File: src/design/linear_probe_key_table_core_assert.svh
// Assertion macros for the linear probe key table core.
`ifndef LINEAR_PROBE_KEY_TABLE_CORE_ASSERT_SVH
`define LINEAR_PROBE_KEY_TABLE_CORE_ASSERT_SVH

// Same-cycle implication, sampled on the core clock, off during reset.
`define LPKT_CHECK(name, ante, cons) \
   name: assert property (@(posedge clock) disable iff (reset) (ante) |-> (cons)) \
      else $error("lpkt check failed");

// Next-cycle implication.
`define LPKT_CHECK_NEXT(name, ante, cons) \
   name: assert property (@(posedge clock) disable iff (reset) (ante) |=> (cons)) \
      else $error("lpkt check failed");

`endif

File: src/design/lpkt_pkg.sv
// Shared types and constants for the linear probe key table.
package lpkt_pkg;

   localparam int TABLE_SIZE = 1024;
   localparam int SLOT_W     = $clog2(TABLE_SIZE);
   localparam int ENTRY_W    = SLOT_W + 1;
   localparam int KEY_W      = 64;
   localparam int TICK_W     = 31;
   localparam int STATUS_W   = 2;

   localparam logic [STATUS_W-1:0] STATUS_FOUND     = 2'd0;
   localparam logic [STATUS_W-1:0] STATUS_INSERTED  = 2'd1;
   localparam logic [STATUS_W-1:0] STATUS_NOT_FOUND = 2'd2;
   localparam logic [STATUS_W-1:0] STATUS_FULL      = 2'd3;

   typedef struct packed {
      logic [KEY_W-1:0]  key_word0;
      logic [KEY_W-1:0]  key_word1;
      logic [KEY_W-1:0]  key_word2;
      logic [KEY_W-1:0]  key_word3;
      logic [TICK_W-1:0] add_flag;
      logic [TICK_W-1:0] current_tick;
   } req_type;

   typedef struct packed {
      logic [STATUS_W-1:0] status;
      logic [SLOT_W-1:0]   slot;
      logic [ENTRY_W-1:0]  entry_number;
      logic [TICK_W-1:0]   entry_min_tick;
   } rsp_type;

   // One table row; ordinal zero marks an empty slot.
   typedef struct packed {
      logic [KEY_W-1:0]   key_word0;
      logic [KEY_W-1:0]   key_word1;
      logic [KEY_W-1:0]   key_word2;
      logic [KEY_W-1:0]   key_word3;
      logic [TICK_W-1:0]  min_tick;
      logic [ENTRY_W-1:0] ordinal;
   } entry_type;

   typedef struct packed {
      logic [SLOT_W-1:0] rd_addr;
      logic              wr_en;
      logic [SLOT_W-1:0] wr_addr;
      entry_type         wr_data;
   } mem_req_type;

endpackage

File: src/design/lpkt_seq.sv
// Probe sequencer: one slot read and key compare per probe step.
module lpkt_seq (
   input  logic                  clock,
   input  logic                  reset,
   input  logic                  req_valid,
   output logic                  req_ready,
   input  lpkt_pkg::req_type     req_data,
   input  logic                  clear_busy,
   output lpkt_pkg::mem_req_type mem_req,
   input  lpkt_pkg::entry_type   rd_data,
   output logic                  res_valid,
   output lpkt_pkg::rsp_type     res_data,
   input  logic                  res_free
);
   import lpkt_pkg::*;

   typedef enum logic [1:0] {
      S_IDLE,
      S_READ,
      S_EVAL,
      S_RESULT
   } state_type;

   state_type          state_ff, state_in;
   req_type            key_ff, key_in;
   logic               add_ff, add_in;
   logic [TICK_W-1:0]  tick_ff, tick_in;
   logic [SLOT_W-1:0]  slot_ff, slot_in;
   logic [SLOT_W-1:0]  probe_ff, probe_in;
   logic [ENTRY_W-1:0] count_ff, count_in;
   rsp_type            res_ff, res_in;

   logic               key_hit;
   logic               slot_empty;
   logic [TICK_W-1:0]  raised_tick;
   logic [ENTRY_W-1:0] new_ordinal;

   assign key_hit = (rd_data.key_word0 == key_ff.key_word0) &&
                    (rd_data.key_word1 == key_ff.key_word1) &&
                    (rd_data.key_word2 == key_ff.key_word2) &&
                    (rd_data.key_word3 == key_ff.key_word3);
   assign slot_empty  = (rd_data.ordinal == '0);
   assign raised_tick = (tick_ff > rd_data.min_tick) ? tick_ff : rd_data.min_tick;
   assign new_ordinal = count_ff + 1'b1;

   always_comb begin
      state_in = state_ff;
      key_in   = key_ff;
      add_in   = add_ff;
      tick_in  = tick_ff;
      slot_in  = slot_ff;
      probe_in = probe_ff;
      count_in = count_ff;
      res_in   = res_ff;
      mem_req.rd_addr = slot_ff;
      mem_req.wr_en   = 1'b0;
      mem_req.wr_addr = slot_ff;
      mem_req.wr_data = rd_data;

      unique case (state_ff)
         S_IDLE: begin
            if (req_valid && !clear_busy) begin
               key_in   = req_data;
               add_in   = (req_data.add_flag != '0);
               tick_in  = (req_data.add_flag == TICK_W'(1)) ? req_data.current_tick
                                                             : req_data.add_flag;
               slot_in  = SLOT_W'(req_data.key_word0[31:0] % TABLE_SIZE);
               probe_in = '0;
               state_in = S_READ;
            end
         end
         S_READ: begin
            state_in = S_EVAL;
         end
         S_EVAL: begin
            if (slot_empty) begin
               if (add_ff) begin
                  mem_req.wr_en             = 1'b1;
                  mem_req.wr_data.key_word0 = key_ff.key_word0;
                  mem_req.wr_data.key_word1 = key_ff.key_word1;
                  mem_req.wr_data.key_word2 = key_ff.key_word2;
                  mem_req.wr_data.key_word3 = key_ff.key_word3;
                  mem_req.wr_data.min_tick  = tick_ff;
                  mem_req.wr_data.ordinal   = new_ordinal;
                  count_in = new_ordinal;
                  res_in   = '{STATUS_INSERTED, slot_ff, new_ordinal, tick_ff};
               end else begin
                  res_in = '{STATUS_NOT_FOUND, slot_ff, '0, '0};
               end
               state_in = S_RESULT;
            end else if (key_hit) begin
               mem_req.wr_en            = 1'b1;
               mem_req.wr_data.min_tick = raised_tick;
               res_in   = '{STATUS_FOUND, slot_ff, rd_data.ordinal, raised_tick};
               state_in = S_RESULT;
            end else if (probe_ff == SLOT_W'(TABLE_SIZE - 1)) begin
               res_in   = '{STATUS_FULL, '0, '0, '0};
               state_in = S_RESULT;
            end else begin
               slot_in  = (slot_ff == SLOT_W'(TABLE_SIZE - 1)) ? '0 : slot_ff + 1'b1;
               probe_in = probe_ff + 1'b1;
               state_in = S_READ;
            end
         end
         S_RESULT: begin
            if (res_free) begin
               state_in = S_IDLE;
            end
         end
         default: begin
            state_in = S_IDLE;
         end
      endcase
   end

   always_ff @(posedge clock) begin
      if (reset) begin
         state_ff <= S_IDLE;
         count_ff <= '0;
      end else begin
         state_ff <= state_in;
         count_ff <= count_in;
      end
      key_ff   <= key_in;
      add_ff   <= add_in;
      tick_ff  <= tick_in;
      slot_ff  <= slot_in;
      probe_ff <= probe_in;
      res_ff   <= res_in;
   end

   assign req_ready = (state_ff == S_IDLE) && !clear_busy;
   assign res_valid = (state_ff == S_RESULT);
   assign res_data  = res_ff;

endmodule

File: config.mk
export PLATFORM = sky130hd
export DESIGN_NAME = lpkt_seq
export DESIGN_NICKNAME = d
export VERILOG_FILES = /design/src/design/linear_probe_key_table_core_assert.svh /design/src/design/lpkt_pkg.sv /design/src/design/lpkt_seq.sv
export SDC_FILE = /design/constraint.sdc
export NUM_CORES = 1
export LEC_CHECK = 0
export ABC_AREA = 1
export BUFFER_PORTS_ARGS = -buffer_cell sky130_fd_sc_hd__clkbuf_2
export CAP_MARGIN = 30
export CORE_AREA = 2 2 384 386
export DETAILED_ROUTE_END_ITERATION = 16
export DIE_AREA = 0 0 386 388
export GPL_ROUTABILITY_DRIVEN = 0
export GPL_TIMING_DRIVEN = 0
export PLACE_DENSITY_LB_ADDON = 0.12
export SYNTH_ARGS = -nofsm -noshare
export SYNTH_HDL_FRONTEND = slang
export SYNTH_SLANG_ARGS = --single-unit
File: constraint.sdc
create_clock -name clock -period 17.9 [get_ports clock]
set_input_delay 3.58 -clock clock [delete_from_list [all_inputs] [get_ports clock]]
set_output_delay 3.58 -clock clock [all_outputs]
set_load 0.005 [all_outputs]
==> metrics.txt <==
# TYPE chip_impl_metric gauge
chip_impl_metric{name="totalPowerFinal",unit="uW"} 2628
chip_impl_metric{name="place_inst",unit=""} 6384
chip_impl_metric{name="die_w",unit="um"} 386
chip_impl_metric{name="final.min_clock_period",unit="ps"} 10430
chip_impl_metric{name="pre_cts_ws",unit="ps"} 7146
chip_impl_metric{name="fin_area",unit="sq um"} 34540
chip_impl_metric{name="wire_per_inst",unit="um"} 25.68
chip_impl_info{name="timing_worst_setup_path_type",value="input pin to output port"} 1
chip_impl_metric{name="cts_post_setup_buffers_inserted",unit=""} 0
chip_impl_info{name="synth.largest_area_cell",value="edfxtp_1"} 1
chip_impl_metric{name="routed_wl",unit="um"} 167100
chip_impl_metric{name="hold_viol",unit=""} 0
chip_impl_info{name="min-delay-start",value="count_ff[5]"} 1
chip_impl_metric{name="postPlaceCellArea",unit="sq um"} 32660
chip_impl_metric{name="grt_antenna_before_repair",unit=""} 73
chip_impl_metric{name="final_nets",unit=""} 5179
chip_impl_metric{name="fillCellCount",unit=""} 16470
chip_impl_metric{name="die-height",unit="um"} 388
chip_impl_metric{name="synthesis.nets",unit=""} 4112
chip_impl_metric{name="clock_skew",unit="ps"} 47.10
chip_impl_info{name="dominant_cell_by_count_in_the_synthesized_netlist",value="nand2_1"} 1
chip_impl_info{name="most_common_cell_on_crit_path",value="nand2_1"} 1
chip_impl_metric{name="design.die.area",unit="sq um"} 149800
chip_impl_metric{name="synth.lib_cells_used.distinct",unit=""} 41
chip_impl_metric{name="setup_slack",unit="ps"} 7472
chip_impl_metric{name="max_slew.worst_pin.slew",unit="ps"} 881.0
chip_impl_info{name="worst_flop_to_flop_path_startpoint",value="key_ff[209]"} 1
chip_impl_metric{name="crit_fanout",unit=""} 10
chip_impl_metric{name="floorplan.io_pins",unit=""} 996
chip_impl_info{name="timing.critical_path.cells",value="clkbuf_2 -> inv_1 -> nand2_1 -> nand2_1 -> nor2_1 -> nand4_1 -> nor2_1 -> nand2_1 -> nor2_1 -> nand2_1 -> nor2_2 -> buf_4 -> nand3_1 -> nand2_1 -> nand2_1 -> nand2_1 -> clkbuf_2"} 1
chip_impl_info{name="worst_setup_path_end_kind",value="output port"} 1
chip_impl_metric{name="regArea",unit="sq um"} 11130
chip_impl_info{name="cpMaxStageDelayCell",value="nor2_1"} 1
chip_impl_metric{name="setup_viol",unit=""} 0
chip_impl_metric{name="synth_area",unit="sq um"} 24950
chip_impl_metric{name="pre_antenna_drt_iters",unit=""} 7
chip_impl_metric{name="grt_remaining_overflow",unit=""} 0
chip_impl_info{name="crit_path_launch_type",value="input pin"} 1
chip_impl_metric{name="multi_input_area",unit="sq um"} 11180
chip_impl_metric{name="min_period_over_period",unit=""} 0.5826
chip_impl_metric{name="cp_data_arrival_time",unit="ps"} 6850
chip_impl_metric{name="maxSlewViolCount",unit=""} 0
chip_impl_metric{name="place_hpwl",unit="um"} 144400
chip_impl_metric{name="ys_seq_area_frac",unit=""} 0.4461
chip_impl_info{name="tritoncts_clock_tree",value="built"} 1
chip_impl_metric{name="port_buffers",unit=""} 995
chip_impl_info{name="top_cell_types_by_occurrence_after_synthesis",value="nand2_1, inv_1, edfxtp_1, nor2_1, o21ai_1"} 1
chip_impl_metric{name="cts_buffers",unit=""} 55
chip_impl_metric{name="clock.fmax",unit="MHz"} 95.90
chip_impl_metric{name="cts_num_sinks",unit=""} 375
chip_impl_metric{name="initialDrtViolationCount",unit=""} 1502
chip_impl_metric{name="cpPeakStageDelay",unit="ps"} 600
chip_impl_metric{name="route.detailed.drc",unit=""} 0
chip_impl_metric{name="grt_first_pass_wirelength",unit="um"} 218400
chip_impl_metric{name="postSynthCellCount",unit=""} 3457
chip_impl_info{name="worstHoldPathType",value="register to register"} 1
chip_impl_metric{name="floorplan.rows",unit=""} 140
chip_impl_metric{name="cts.hold.buffers_added",unit=""} 0
chip_impl_metric{name="global_route.usage.total",unit=""} 0.2157
chip_impl_metric{name="synth-async-reset-ratio",unit=""} 0
chip_impl_info{name="yosys-top-cells-area",value="edfxtp_1, nand2_1, inv_1"} 1
chip_impl_metric{name="synth-edff-count",unit=""} 362
chip_impl_info{name="synthFlopType",value="edfxtp_1"} 1
chip_impl_metric{name="finalNonFillerCells",unit=""} 6509
chip_impl_metric{name="max-clock-path-buffers",unit=""} 3
chip_impl_metric{name="synth_seq_cells",unit=""} 375
chip_impl_metric{name="netlist.area_leader.share",unit=""} 0.4357
chip_impl_info{name="grt_setup_unrepaired",value="false"} 1
chip_impl_metric{name="p_leak",unit="uW"} 0.01730
chip_impl_metric{name="avgSynthCellArea",unit="sq um"} 7.217
chip_impl_metric{name="synth_warnings",unit=""} 0
chip_impl_metric{name="cts-resized-gates",unit=""} 0
chip_impl_metric{name="dr_vias_cell",unit=""} 4.018
chip_impl_metric{name="initial_core_utilization",unit=""} 0.1718
chip_impl_metric{name="via_count",unit=""} 26150
chip_impl_metric{name="max-slew-margin-rel",unit=""} 0.4072
chip_impl_metric{name="pwr_density_cell",unit="nW/um^2"} 76.08
chip_impl_metric{name="required_worst_endpoint",unit="ps"} 14320
chip_impl_metric{name="post-route-util",unit=""} 0.2379
chip_impl_info{name="worstSetupStartpoint",value="rd_data[158]"} 1
chip_impl_metric{name="final_layout_size_suffix_gt1_frac",unit=""} 0.2629
chip_impl_metric{name="core_region_area",unit="sq um"} 145200
chip_impl_metric{name="via_count_of_the_first_global_routing_pass",unit=""} 25910
chip_impl_info{name="cts.root.buffer_cell",value="clkbuf_16"} 1
chip_impl_metric{name="synthToLayoutAreaGrowth",unit="%"} 38.46
chip_impl_metric{name="insertion_delay",unit="ps"} 670
chip_impl_metric{name="grt_max_degree",unit=""} 37
chip_impl_metric{name="ant_nets",unit=""} 0
chip_impl_metric{name="number_of_max_cap_violations",unit=""} 0
chip_impl_info{name="outcome",value="finished clean"} 1
chip_impl_metric{name="peakVddDrop",unit="uV"} 71.82
chip_impl_metric{name="clock_input_transition_at_the_sequential_cells_of_the_worst_setup_and_hold_paths",unit="ps"} 60
chip_impl_metric{name="cts_max_level",unit=""} 2
routing by layer:
layer,vias up,wire [um],global-route usage
met3,217,13610,0.06806
met1,12130,62820,0.2347
met2,850,86340,0.3996
li1,12910,-,-
met4,46,4075,0.05285
met5,-,291,0
area by class of cell:
cell class	count	area share
diodes	23	0.001666
plain buffers	108	0.02101
clock buffers	66	0.04227
clock inverters	36	0.01058
inverters	512	0.05578
multi-input cells	2462	0.3237
flip-flops and latches	375	0.3222
well taps	1917	0.06943
repair buffers	1010	0.1534
kinds of logic after synthesis:
group           count (synthesis)  share of synthesized area
compound gates                248                    0.05085
simple gates                 2006                     0.3187
flops                         375                     0.4461
xor+xnor                      174                    0.06108
fa+ha+maj                      34                    0.01705
buf+inv                       620                     0.1062
metrics by stage:
stage,setup TNS [ps],hold slack [ps]
after global routing,0,480.4
after global placement,-2676900,454.7
after detailed placement,0,463.4
after CTS,0,473.4
after floorplan,0,440.2
final,0,470.4
critical path: cells and delay by family:
| family | cells | cell delay, ps |
|---|---|---|
| buffers and inverters | 4 | 560 |
| and+or+nand+nor | 13 | 2680 |
flip-flops by register name (all words and copies together), names as in the netlist:
name,cells
state_ff,2
count_ff,11
tick_ff,31
add_ff,1
key_ff,256
res_data,54
probe_ff,10
slot_ff,10
power by group:
part,switching (uW),internal (uW),leakage [uW]
sequential,29.7,1000,0.00351
combinational,272,160,0.0129
clock,475,689,0.000901
placed cells by master (no fill, tap or decap), drive strengths merged, types with 10 or more instances in the layout:
cell type	instances
nand4	29
a21oi	34
ha	34
inv	511
diode	23
xnor2	85
and2	14
dfxtp	13
nor2	304
clkbuf	1088
o21ai	201
nor3	10
edfxtp	362
nand3	145
buf	96
nand2	1493
clkinv	29
xor2	89
final timing paths:
path	endpoint	slack, ps	cells after the start
setup reg to reg	res_data[23]	14370	14
setup / recovery	mem_req[25]	7470	17
hold / removal	count_ff[5]	470	2
hold reg to reg	count_ff[5]	470	2
No activity file was read; power rests on OpenSTA's default activity.
